<file path="src/hw/rtl/sic_pkg.sv">
package sic_pkg;

  // Default geometry
  localparam int unsigned COORD_BITS_DEF = 12;
  localparam int unsigned FRAC_BITS_DEF  = 8;

  // Fraction bits of the t and s parameters
  localparam int unsigned T_FRAC = 16;

  // Result field width
  localparam int unsigned OUT_W = 32;

  typedef enum logic [1:0] {
    KIND_INSIDE   = 2'd0,
    KIND_BEYOND   = 2'd1,
    KIND_PARALLEL = 2'd2
  } kind_e;

endpackage

</file>
<file path="src/hw/rtl/sic_cell.sv">
module sic_cell
  import sic_pkg::*;
#(
  parameter int unsigned DW      = 25,
  parameter int unsigned QW      = 41,
  parameter int unsigned SW      = 21,
  parameter int unsigned SBW     = 54,
  parameter bit          SQRT_ON = 1'b1
) (
  input  logic            clk_i,
  input  logic            rst_ni,
  input  logic            adv_i,
  input  logic            valid_i,
  input  logic [DW-1:0]   den_i,
  input  logic [DW-1:0]   t_rem_i,
  input  logic [QW-1:0]   t_nq_i,
  input  logic [DW-1:0]   s_rem_i,
  input  logic [QW-1:0]   s_nq_i,
  input  logic [SW+1:0]   a_rem_i,
  input  logic [2*SW-1:0] a_rad_i,
  input  logic [SW-1:0]   a_root_i,
  input  logic [SW+1:0]   b_rem_i,
  input  logic [2*SW-1:0] b_rad_i,
  input  logic [SW-1:0]   b_root_i,
  input  logic [SBW-1:0]  sb_i,
  output logic            valid_o,
  output logic [DW-1:0]   den_o,
  output logic [DW-1:0]   t_rem_o,
  output logic [QW-1:0]   t_nq_o,
  output logic [DW-1:0]   s_rem_o,
  output logic [QW-1:0]   s_nq_o,
  output logic [SW+1:0]   a_rem_o,
  output logic [2*SW-1:0] a_rad_o,
  output logic [SW-1:0]   a_root_o,
  output logic [SW+1:0]   b_rem_o,
  output logic [2*SW-1:0] b_rad_o,
  output logic [SW-1:0]   b_root_o,
  output logic [SBW-1:0]  sb_o
);

  // One restoring divide step for t and for s
  logic [DW:0]   t_try, s_try;
  logic          t_ge, s_ge;
  logic [DW-1:0] t_rem_d, s_rem_d;
  logic [QW-1:0] t_nq_d, s_nq_d;

  always_comb begin
    t_try   = {t_rem_i, t_nq_i[QW-1]};
    s_try   = {s_rem_i, s_nq_i[QW-1]};
    t_ge    = t_try >= {1'b0, den_i};
    s_ge    = s_try >= {1'b0, den_i};
    t_rem_d = t_ge ? DW'(t_try - {1'b0, den_i}) : t_try[DW-1:0];
    s_rem_d = s_ge ? DW'(s_try - {1'b0, den_i}) : s_try[DW-1:0];
    t_nq_d  = {t_nq_i[QW-2:0], t_ge};
    s_nq_d  = {s_nq_i[QW-2:0], s_ge};
  end

  // One root digit for each segment length, or hold once done
  logic [SW+1:0]   a_rem_d, b_rem_d;
  logic [2*SW-1:0] a_rad_d, b_rad_d;
  logic [SW-1:0]   a_root_d, b_root_d;

  if (SQRT_ON) begin : g_sqrt
    logic [SW+3:0] a_try, b_try, a_trial, b_trial;
    logic          a_ge, b_ge;

    always_comb begin
      a_try    = {a_rem_i, a_rad_i[2*SW-1 -: 2]};
      b_try    = {b_rem_i, b_rad_i[2*SW-1 -: 2]};
      a_trial  = {2'b00, a_root_i, 2'b01};
      b_trial  = {2'b00, b_root_i, 2'b01};
      a_ge     = a_try >= a_trial;
      b_ge     = b_try >= b_trial;
      a_rem_d  = a_ge ? (SW+2)'(a_try - a_trial) : a_try[SW+1:0];
      b_rem_d  = b_ge ? (SW+2)'(b_try - b_trial) : b_try[SW+1:0];
      a_root_d = {a_root_i[SW-2:0], a_ge};
      b_root_d = {b_root_i[SW-2:0], b_ge};
      a_rad_d  = {a_rad_i[2*SW-3:0], 2'b00};
      b_rad_d  = {b_rad_i[2*SW-3:0], 2'b00};
    end
  end else begin : g_hold
    always_comb begin
      a_rem_d  = a_rem_i;
      b_rem_d  = b_rem_i;
      a_root_d = a_root_i;
      b_root_d = b_root_i;
      a_rad_d  = a_rad_i;
      b_rad_d  = b_rad_i;
    end
  end

  always_ff @(posedge clk_i or negedge rst_ni) begin
    if (!rst_ni) begin
      valid_o <= 1'b0;
    end else if (adv_i) begin
      valid_o <= valid_i;
    end
  end

  always_ff @(posedge clk_i) begin
    if (adv_i) begin
      den_o    <= den_i;
      t_rem_o  <= t_rem_d;
      t_nq_o   <= t_nq_d;
      s_rem_o  <= s_rem_d;
      s_nq_o   <= s_nq_d;
      a_rem_o  <= a_rem_d;
      a_rad_o  <= a_rad_d;
      a_root_o <= a_root_d;
      b_rem_o  <= b_rem_d;
      b_rad_o  <= b_rad_d;
      b_root_o <= b_root_d;
      sb_o     <= sb_i;
    end
  end

endmodule

</file>
<file path="config.mk">
export PLATFORM = sky130hd
export DESIGN_NAME = sic_cell
export DESIGN_NICKNAME = d
export VERILOG_FILES = /design/src/hw/rtl/sic_pkg.sv /design/src/hw/rtl/sic_cell.sv
export SDC_FILE = /design/constraint.sdc
export NUM_CORES = 1
export LEC_CHECK = 0
export ABC_AREA = 1
export BUFFER_PORTS_ARGS = -buffer_cell sky130_fd_sc_hd__clkbuf_2
export CAP_MARGIN = 20
export CELL_PAD_IN_SITES_DETAIL_PLACEMENT = 1
export CELL_PAD_IN_SITES_GLOBAL_PLACEMENT = 1
export CORE_MARGIN = 10
export CORE_UTILIZATION = 25
export CTS_BUF_LIST = sky130_fd_sc_hd__clkbuf_4 sky130_fd_sc_hd__clkbuf_8
export DETAILED_ROUTE_END_ITERATION = 7
export GPL_TIMING_DRIVEN = 0
export PLACE_DENSITY_LB_ADDON = 0.15
export SLEW_MARGIN = 10
export SYNTH_ARGS = -nofsm -noshare
export SYNTH_HDL_FRONTEND = slang
export SYNTH_SLANG_ARGS = --single-unit
</file>
<file path="constraint.sdc">
create_clock -name clk_i -period 1.3 [get_ports clk_i]
set_input_delay 0.065 -clock clk_i [delete_from_list [all_inputs] [get_ports clk_i]]
set_output_delay 0.065 -clock clk_i [all_outputs]
set_load 0.005 [all_outputs]
</file>
==> impl_metrics.csv, run 1 <==
group,metric,value,unit
floorplanning,start_util,25.1,%
worst_setup_path,critPathSlowestCell,"ha_4",
sta,max_freq,686,MHz
sta,slew_viol_final,0,
route,routedWlPerCell,21.8,um
worst_setup_path,critical_path_buf_inv_count,5,
clocking,cts_inserted_buffers,71,
floorplanning,die_area,94000,um^2
route,vias,21123,
logic_synthesis,yosysSeqAreaShare,55.5,%
clocking,clock_latency,0.65,ns
logic_synthesis,ys_top_cells_by_area,"edfxtp_1, nand2_1, inv_1",
route,drc,0,
grt,grt_max_degree,105,
logic_synthesis,synth_edf_count,379,
sta,rsz0062_at_grt,"true",
worst_setup_path,rrSetupSlack,0.55,ns
sta,worst_slew_pin_slew,0.604,ns
worst_setup_path,critPathLaunch,"den_i[11]",
hold_path,min_from,"s_rem_i[0]",
worst_setup_path,path_delay_family,"buffers and inverters",
grt,grt_usage,20.7,%
clocking,clk_path_buf_depth,3,
worst_setup_path,required,1.72,ns
placed_design,dpl-instance-area,27300,um^2
worst_setup_path,r2r_start,"valid_o",
flow_run,max_cap_violations,0,
logic_synthesis,yosys_warnings,0,
logic_synthesis,synth_cells,2294,
floorplanning,die_w,307,um
clocking,cts_tree,"yes",
route,drt_first_pass_iters,5,
logic_synthesis,syn-cell-area,20500,um^2
route,routed_wl,104000,um
sta,finalHoldViolations,51,
clocking,root_buffer,"clkbuf_8",
worst_setup_path,cp_slowest_stage_delay,0.23,ns
sta,setup_viol,74,
worst_setup_path,worstSetupStartpointType,"primary input",
placed_design,dp_hpwl,79300,um
logic_synthesis,synth_seq_cells,380,
logic_synthesis,synthArstFlopShare,0.263,%
route,drt-initial-drc-count,1006,
power,p_leak,16.9,nW
floorplanning,row_count,105,
worst_setup_path,arrival,1.87,ns
cells_and_area,nNetsFinal,4118,
clocking,path_clk_slew,0.05,ns
worst_setup_path,worstPathCellList,"buf_8 -> clkinvlp_4 -> buf_12 -> ha_4 -> nand2_4 -> nand2_4 -> nand2_2 -> nand2_2 -> nand2_2 -> nand2_4 -> a21oi_4 -> nand3_4 -> buf_12 -> buf_12 -> nand2_4 -> nand2_2",
route,antenna_left,0,
grt,grt_pass1_wl,147000,um
grt,grt_pass1_vias,22372,
status,violations,"hold timing, setup timing",
logic_synthesis,synth_ff_type,"edfxtp_1",
logic_synthesis,synth_top_area_cell,"edfxtp_1",
grt,antenna_found_initial,17,
sta,skew,0,ns
cells_and_area,drive_gt1_share,41.1,%
floorplanning,io-pin-count,771,
placed_design,gp_congestion,0.926,
logic_synthesis,avgSynthCellArea,8.95,um^2
sta,timing.final.crit_share,112,%
sta,whs,-0.164,ns
power,powerDensity,1060,nW/um^2
logic_synthesis,yosys-top-cells-count,"nand2_1, inv_1, edfxtp_1",
grt,overflow,0,
floorplanning,die_y,307,um
worst_setup_path,worst_setup_path_end_kind,"flop",
sta,finalCriticalPeriod,1.46,ns
logic_synthesis,synth_top_area_share,55.4,%
cells_and_area,area_delta_synth_final,73.1,%
logic_synthesis,synth.most_common_cell,"nand2_1",
route,viasPerCell,4.44,
sta,fin_ws,-0.159,ns
power,peakVddDrop,655,uV
worst_setup_path,critPathMaxFanout,5,
sta,setup_tns,-7.06,ns
status,status,"finished, violations left",
worst_setup_path,path_class,"primary input to flop",
sta,slew_headroom,59.7,%
floorplanning,core_area,81700,um^2
placed_design,portBuffers,766,
hold_path,hp-class,"primary input to flop",
clocking,cts.sinks,380,
cells_and_area,design_area,35600,um^2
clocking,htreeDepth,3,
logic_synthesis,ys_types,39,
## area by class of cell
cell class,count,area [um^2]
fill,9506,46200
tap,1070,1340
antenna,10,25.0
timing repair buffer,1268,9490
clock buffer,95,1160
buffer,33,415
sequential,380,11400
inverter,427,1760
multi-input combinational,1452,9750
clock inverter,24,226
## routing by layer
layer	GRT usage, %	part of all wire, %
met5	0	0.073
met4	7.13	3.0
met3	6.34	7.0
met2	36.4	50
met1	23.6	40
## flip-flops by register name, summed over array words and instances, names as in the netlist
name / count
a_root_o: 21
s_rem_o: 25
s_nq_o: 41
t_nq_o: 41
valid_o: 1
den_o: 25
t_rem_o: 25
sb_o: 54
a_rem_o: 23
a_rad_o: 40
b_rem_o: 23
b_rad_o: 40
b_root_o: 21
## kinds of logic (layout without fill, tap and decap cells)
| kind of cell | Yosys count | after routing | share of synthesized area (%) |
|---|---|---|---|
| AND/OR/NAND/NOR | 1255 | 1255 | 26.1 |
| buffers and inverters | 465 | 1847 | 8.97 |
| flip-flops | 380 | 380 | 55.5 |
| adder cells (fa/ha/maj) | 98 | 98 | 6.04 |
| AO/OA/AOI/OAI | 50 | 50 | 1.39 |
| XOR/XNOR | 44 | 44 | 1.88 |
| other | 1 | 14 | 0.0183 |
| multiplexers | 1 | 1 | 0.0548 |
## what timing repair did
item                                   4_1_cts  5_1_grt
endpoints found under the hold margin      460      117
hold buffers                               351       33
setup endpoints to repair                  428      327
gates cloned                                 4        9
setup buffers                               65       37
pin swaps                                   54      112
resized for setup                          188      373
## cells in the final DEF, fill, tap and decap left out, drive strengths merged, types with 17 or more instances in the layout
master and count:
nand2 881, clkbuf 825, inv 414, dlygate4sd3 384
edfxtp 379, buf 187, nand4 121, nor2 119
nand3 102, ha 96, a21oi 46, xor2 42
clkinv 18, clkinvlp 17
## through the flow
step	utilization, %	setup slack (ns)	instances	hold WS, ns	power, mW
3_5_place_dp	33.4	-1.10	4136	-0.154	23.4
6_report	43.5	-0.159	4759	-0.164	37.7
3_3_place_gp	33.3	-6.50	4133	-0.159	23.5
4_1_cts	41.2	-0.155	4673	-0.497	37.2
2_1_floorplan	-	-0.318	2297	-0.231	19.3
5_1_grt	43.5	-0.193	4759	-0.200	39.7
## where the power goes
part           switching, mW  total (mW)  leakage (nW)  internal, mW
clock network           5.55        11.8         0.733          6.26
registers              0.436        15.4          3.72          14.9
logic                   5.76        10.5          12.5          4.78
## worst paths after layout
| kind | to | cells past startpoint |
|---|---|---|
| hold / removal | s_rem_o[1] | 3 |
| min in group asynchronous | valid_o | 3 |
| max in group asynchronous | valid_o | 3 |
| hold reg to reg | valid_o | 1 |
| setup reg to reg | valid_o | 1 |
| setup / recovery | t_rem_o[16] | 16 |
(Power assumes the default switching activity.)
==> inputs of run 2 (changes only) <==
--- a/config.mk
+++ b/config.mk
@@ -10,10 +10,10 @@
 export CAP_MARGIN = 20
 export CELL_PAD_IN_SITES_DETAIL_PLACEMENT = 1
 export CELL_PAD_IN_SITES_GLOBAL_PLACEMENT = 1
-export CORE_MARGIN = 10
-export CORE_UTILIZATION = 25
+export CORE_AREA = 2 2 299 301
 export CTS_BUF_LIST = sky130_fd_sc_hd__clkbuf_4 sky130_fd_sc_hd__clkbuf_8
 export DETAILED_ROUTE_END_ITERATION = 7
+export DIE_AREA = 0 0 301 303
 export GPL_TIMING_DRIVEN = 0
 export PLACE_DENSITY_LB_ADDON = 0.15
 export SLEW_MARGIN = 10
==> run 2 against run 1 <==
The flow still finishes with violations (hold timing, setup timing). Routed wire length down 5.4%. Largest cell class unchanged. Worst hold slack worse by 0.16 ns. Power up 0.29%. Via count down 0.53%. Cell area about the same. Non-clock buffer count up 26. Die area down 3.0%. Sequential power about the same. First-iteration DRC count down 16%.
==> impl_metrics.csv, run 2 (same netlist as run 1, synthesis figures left out) <==
group,metric,value,unit
power,p_leak,16.9,nW
grt,grt_usage,20.5,%
worst_setup_path,worst_setup_path_end_kind,"flop",
route,routed_wl,98200,um
route,vias,21011,
route,drc,0,
clocking,cts_inserted_buffers,72,
floorplanning,start_util,23.4,%
status,violations,"hold timing, setup timing",
flow_run,max_cap_violations,0,
cells_and_area,drive_gt1_share,38.8,%
grt,grt_pass1_wl,141000,um
clocking,htreeDepth,3,
cells_and_area,nNetsFinal,4145,
worst_setup_path,reg2regPathDepth,1,
floorplanning,core_area,88000,um^2
clocking,clock_latency,0.69,ns
grt,overflow,0,
cells_and_area,largest_reg_flops,54,
power,netSwitchingFraction,30.9,%
clocking,path_clk_slew,0.06,ns
clocking,root_buffer,"clkbuf_8",
floorplanning,die_y,303,um
placed_design,dp_hpwl,72500,um
cells_and_area,multiInputGateArea,9410,um^2
worst_setup_path,arrival,1.90,ns
sta,fin_ws,-0.152,ns
sta,finalCriticalPeriod,1.45,ns
status,status,"finished, violations left",
cells_and_area,largest-register,"sb_o",
placed_design,gp_congestion,0.843,
worst_setup_path,worstSetupStartpointType,"primary input",
power,p_seq_share,40.6,%
route,antenna_left,0,
placed_design,portBuffers,766,
clocking,clk_path_buf_depth,3,
power,switchingPower,11.7,mW
power,p_comb_share,26.6,%
cells_and_area,final_util,40.4,%
cells_and_area,area_delta_synth_final,73.0,%
sta,slew_viol_final,0,
floorplanning,row_count,109,
power,p_int,26.1,mW
hold_path,hp-class,"primary input to flop",
power,powerDensity,1060,nW/um^2
route,drt-initial-drc-count,848,
worst_setup_path,path_class,"primary input to flop",
cells_and_area,reg_top3,"sb_o: 54 flops, s_nq_o: 41 flops, t_nq_o: 41 flops",
power,peakVddDrop,932,uV
sta,skew,0,ns
floorplanning,die_w,301,um
route,viasPerCell,4.30,
worst_setup_path,required,1.74,ns
sta,worst_slew_pin_slew,0.676,ns
route,routedWlPerCell,20.1,um
cells_and_area,fill_cells,10233,
power,clkPwrFrac,32.8,%
sta,slew_headroom,55.0,%
floorplanning,io-pin-count,771,
cells_and_area,mostFrequentLayoutCell,"clkbuf_2",
floorplanning,die_area,91200,um^2
sta,finalHoldViolations,80,
grt,grt_max_degree,105,
sta,rsz0062_at_grt,"true",
sta,whs,-0.326,ns
route,drt_first_pass_iters,4,
grt,grt_pass1_vias,22497,
clocking,cts_tree,"yes",
clocking,cts.sinks,380,
worst_setup_path,critPathMaxFanout,7,
cells_and_area,layout_common_cells,"clkbuf_2, nand2_1, dlygate4sd3_1",
sta,setup_viol,91,
sta,max_freq,689,MHz
cells_and_area,regArea,11400,um^2
grt,antenna_found_initial,15,
hold_path,hold_depth,1,
sta,timing.final.crit_share,112,%
==> run 2: cell count changes in the layout (fill, tap and decap cells not counted), sizes merged, moves of 2 or more <==
| cell | before | now |
|---|---|---|
| buf | 187 | 160 |
| clkbuf | 825 | 840 |
| clkinv | 18 | 24 |
| diode | 10 | 8 |
| dlygate4sd3 | 384 | 425 |
| inv | 414 | 416 |
==> run 2: timing repair <==
item,4_1_cts,5_1_grt
setup endpoints to repair,542,475
hold buffers,358,70
hold endpoints to repair,431,147
gates cloned,6,7
setup buffers,40,42
resized for setup,108,320
pin swaps,33,110
==> run 2: path summary, 6_finish.rpt <==
| kind | startpoint | end | slack, ns |
|---|---|---|---|
| setup / recovery | den_i[13] | t_rem_o[2] | -0.15 |
| hold / removal | den_i[0] | den_o[0] | -0.33 |
| setup reg to reg | valid_o | valid_o | 0.55 |
| hold reg to reg | valid_o | valid_o | 0.53 |
| max in group asynchronous | rst_ni | valid_o | 0.91 |
| min in group asynchronous | rst_ni | valid_o | 0.28 |
==> run 2: final cells by class <==
class	count	area share, %
antenna	8	0.0563
buffer	36	1.20
clock buffer	100	3.45
clock inverter	32	0.708
inverter	427	4.92
multi-input combinational	1452	26.5
sequential	380	32.1
tap	1165	4.10
timing repair buffer	1291	27.0
==> run 2: layer usage <==
metal	share of wire (%)	track usage [%]
met3	5.8	5.03
met1	41	24.4
met4	2.8	7.29
met5	0.099	0
met2	50	35.9
==> run 2: power by group through the flow <==
stage / clock network (mW) / registers [mW] / logic, mW
global route: 13.5 / 15.5 / 11.1
global placement: 0 / 15.7 / 7.63
finish: 12.4 / 15.4 / 10.1
CTS: 12.9 / 15.4 / 9.13
detailed placement: 0 / 15.6 / 7.73
floorplan: 0 / 15.7 / 3.69
==> run 2: through the flow <==
step | power [mW] | std cells | setup WS (ns) | area (um^2) | TNS (ns)
final | 37.8 | 4891 | -0.152 | 35500 | -6.69
after global routing | 40.0 | 4890 | -0.199 | 35500 | -27.00
after CTS | 37.4 | 4768 | -0.222 | 33500 | -30.27
after detailed placement | 23.3 | 4232 | -1.13 | 27400 | -211.21
after global placement | 23.4 | 4228 | -6.73 | 27300 | -2450.72
after floorplan | 19.3 | 2297 | -0.318 | 22000 | -24.98
==> run 2: worst max-delay path, stage by stage <==
cell and delay, ns:
clkbuf_8 0.11, clkinvlp_4 0.17, ha_4 0.31, nand2_4 0.08
inv_2 0.04, nand2_2 0.05, nand2_2 0.06, nand2_2 0.08
nand2_4 0.06, a21oi_4 0.22, nand3_4 0.25, clkbuf_16 0.27
nand2_4 0.05, nand2_1 0.05
==> inputs of run 3 (changes only) <==
--- a/config.mk
+++ b/config.mk
@@ -5,17 +5,17 @@
 export SDC_FILE = /design/constraint.sdc
 export NUM_CORES = 1
 export LEC_CHECK = 0
-export ABC_AREA = 1
 export BUFFER_PORTS_ARGS = -buffer_cell sky130_fd_sc_hd__clkbuf_2
 export CAP_MARGIN = 20
 export CELL_PAD_IN_SITES_DETAIL_PLACEMENT = 1
 export CELL_PAD_IN_SITES_GLOBAL_PLACEMENT = 1
-export CORE_AREA = 2 2 299 301
+export CORE_AREA = 2 2 298 300
 export CTS_BUF_LIST = sky130_fd_sc_hd__clkbuf_4 sky130_fd_sc_hd__clkbuf_8
 export DETAILED_ROUTE_END_ITERATION = 7
-export DIE_AREA = 0 0 301 303
+export DIE_AREA = 0 0 300 302
 export GPL_TIMING_DRIVEN = 0
 export PLACE_DENSITY_LB_ADDON = 0.15
+export SETUP_SLACK_MARGIN = 0.2
 export SLEW_MARGIN = 10
 export SYNTH_ARGS = -nofsm -noshare
 export SYNTH_HDL_FRONTEND = slang
==> run 3 against run 2 <==
The flow still finishes with violations (hold timing, setup timing). Worst hold slack lost 0.089 ns. Register-to-register slack is essentially flat. Non-clock buffer count shrank 5. Final cell count shrank 20%. Critical path depth shrank 2. Power shrank 1.1%. Die area shrank 0.66%. Utilization shrank 3.4 points. Critical endpoint is now t_rem_o[1]. Highest routed layer unchanged.
==> impl_metrics.csv, run 3 <==
group,metric,value,unit
status,status,"finished, violations left",
status,violations,"hold timing, setup timing",
logic_synthesis,synthArstFlopShare,0.263,%
clocking,cts_tree,"yes",
cells_and_area,reg_top3,"sb_o: 54 flops, s_nq_o: 41 flops, t_nq_o: 41 flops",
route,viasPerCell,4.18,
clocking,path_clk_slew,0.06,ns
sta,whs,-0.416,ns
flow_run,max_cap_violations,0,
logic_synthesis,syn-cell-area,17500,um^2
worst_setup_path,reg2regPathDepth,1,
power,p_leak,13.8,nW
logic_synthesis,synth_seq_cells,380,
grt,antenna_found_initial,11,
cells_and_area,largest-register,"sb_o",
placed_design,portBuffers,766,
hold_path,hold_depth,1,
grt,grt_max_degree,106,
worst_setup_path,worst_setup_path_end_kind,"flop",
sta,slew_viol_final,0,
floorplanning,die_area,90600,um^2
sta,skew,0,ns
logic_synthesis,yosysSeqAreaShare,65.2,%
power,powerDensity,1160,nW/um^2
logic_synthesis,yosys_warnings,0,
sta,finalCriticalPeriod,2.00,ns
worst_setup_path,crit_end,"t_rem_o[1]",
route,drc,0,
sta,timing.final.crit_share,154,%
cells_and_area,final_util,37.0,%
placed_design,gp_congestion,0.804,
route,antenna_left,0,
route,vias,16285,
worst_setup_path,critPathMaxFanout,6,
grt,overflow,0,
logic_synthesis,synth_ff_type,"edfxtp_1",
floorplanning,io-pin-count,771,
clocking,cts.sinks,380,
power,peakVddDrop,863,uV
route,drt_first_pass_iters,4,
floorplanning,die_y,302,um
cells_and_area,instances_no_fill,3899,
placed_design,dp_hpwl,59100,um
logic_synthesis,synth_top_area_cell,"edfxtp_1",
cells_and_area,area_delta_synth_final,85.1,%
logic_synthesis,synth_cells,1305,
worst_setup_path,path_class,"primary input to flop",
worst_setup_path,arrival,2.42,ns
sta,fin_ws,-0.705,ns
placed_design,place_inst,3243,
sta,slew_headroom,64.3,%
sta,worst_slew_pin_slew,0.535,ns
floorplanning,row_count,109,
logic_synthesis,synth_edf_count,379,
clocking,clk_path_buf_depth,3,
worst_setup_path,critPathLaunch,"den_i[1]",
cells_and_area,mostFrequentLayoutCell,"clkbuf_2",
power,power,37.4,mW
route,routed_wl,82000,um
cells_and_area,largest_reg_flops,54,
clocking,htreeDepth,3,
sta,max_freq,499,MHz
clocking,cts_inserted_buffers,75,
logic_synthesis,ys_types,73,
grt,grt_usage,17.0,%
worst_setup_path,required,1.71,ns
worst_setup_path,r2r_end,"valid_o",
grt,grt_pass1_wl,114000,um
worst_setup_path,rrSetupSlack,0.55,ns
cells_and_area,layout_common_cells,"clkbuf_2, dlygate4sd3_1, edfxtp_1",
worst_setup_path,r2r_start,"valid_o",
floorplanning,die_w,300,um
logic_synthesis,synth.most_common_cell,"edfxtp_1",
cells_and_area,design_area,32400,um^2
cells_and_area,nNetsFinal,3158,
floorplanning,start_util,20.0,%
worst_setup_path,worstSetupStartpointType,"primary input",
logic_synthesis,avgSynthCellArea,13.4,um^2
logic_synthesis,ys_top_cells_by_area,"edfxtp_1, ha_1, a21oi_1",
hold_path,hp-class,"primary input to flop",
route,drt-initial-drc-count,688,
sta,finalHoldViolations,73,
floorplanning,core_area,87600,um^2
clocking,root_buffer,"clkbuf_8",
sta,setup_viol,105,
logic_synthesis,yosys-top-cells-count,"edfxtp_1, nand2_1, ha_1",
placed_design,dpl-instance-area,23500,um^2
sta,rsz0062_at_grt,"true",
clocking,clock_latency,0.68,ns
cells_and_area,drive_gt1_share,49.2,%
logic_synthesis,synth_top_area_share,65.1,%
route,routedWlPerCell,21.0,um
grt,grt_pass1_vias,17411,
[run 3: power breakdown]
group,switching [mW],internal (mW)
clock,5.65,6.81
sequential,0.355,15.0
combinational,4.70,4.92
[run 3: how the worst min path moves through the flow]
stage | from | to | slack [ns]
floorplan | rst_ni | valid_o | -0.23
global placement | rst_ni | valid_o | -0.16
detailed placement | rst_ni | valid_o | -0.16
CTS | a_root_i[7] | a_root_o[8] | -0.54
global route | a_root_i[5] | a_root_o[6] | -0.49
finish | a_root_i[5] | a_root_o[6] | -0.42
[run 3: worst max-delay path, cell delays in order]
cell	delay, ns
clkbuf_16	0.12
clkinvlp_4	0.10
buf_12	0.15
fa_2	0.36
a211oi_2	0.24
o211ai_1	0.16
nand3_1	0.15
o2111a_1	0.25
nor3_4	0.07
a21oi_4	0.28
buf_8	0.16
mux2_4	0.29
[run 3: layer usage]
metal / track usage, % / share of wire, %
met4: 6.76 / 3.0
met1: 19.2 / 39
met2: 30.3 / 51
met3: 4.80 / 6.2
met5: 0 / 0.070
[run 3: what timing repair did]
| item | 4_1_cts | 5_1_grt |
|---|---|---|
| gates resized for setup | 309 | 218 |
| endpoints found under the hold margin | 421 | 114 |
| setup buffers | 73 | 33 |
| cloned | 10 | 2 |
| hold buffers | 357 | 43 |
| pin swaps | 104 | 74 |
| endpoints found under the setup margin | 480 | 585 |
[run 3: cell type report]
cell class                      count  area [um^2]
Fill cell                        9614        55200
Antenna cell                        6         15.0
Tap cell                         1165         1460
Inverter                           94          452
Multi-Input combinational cell    800         7530
Clock inverter                     36          288
Buffer                             34          422
Timing Repair Buffer             1288         9600
Sequential cell                   380        11400
Clock buffer                       96         1190
[run 3: metrics by stage]
step                      TNS (ns)  setup slack, ns
after global placement    -2642.09            -6.88
after floorplan             -81.20            -1.00
after detailed placement   -254.10            -2.05
after CTS                   -61.47           -0.611
final                       -53.45           -0.705
after global routing        -69.87           -0.757
[run 3: kinds of logic (layout without fill, tap and decap cells)]
family / after synthesis / after routing / share of synthesized area, %
flip-flops: 380 / 380 / 65.2
AO/OA/AOI/OAI: 329 / 329 / 12.2
AND/OR/NAND/NOR: 276 / 276 / 7.51
buffers and inverters: 128 / 1548 / 3.01
adder cells (fa/ha/maj): 98 / 98 / 7.10
XOR/XNOR: 76 / 76 / 3.81
multiplexers: 17 / 17 / 1.09
other: 1 / 10 / 0.0214
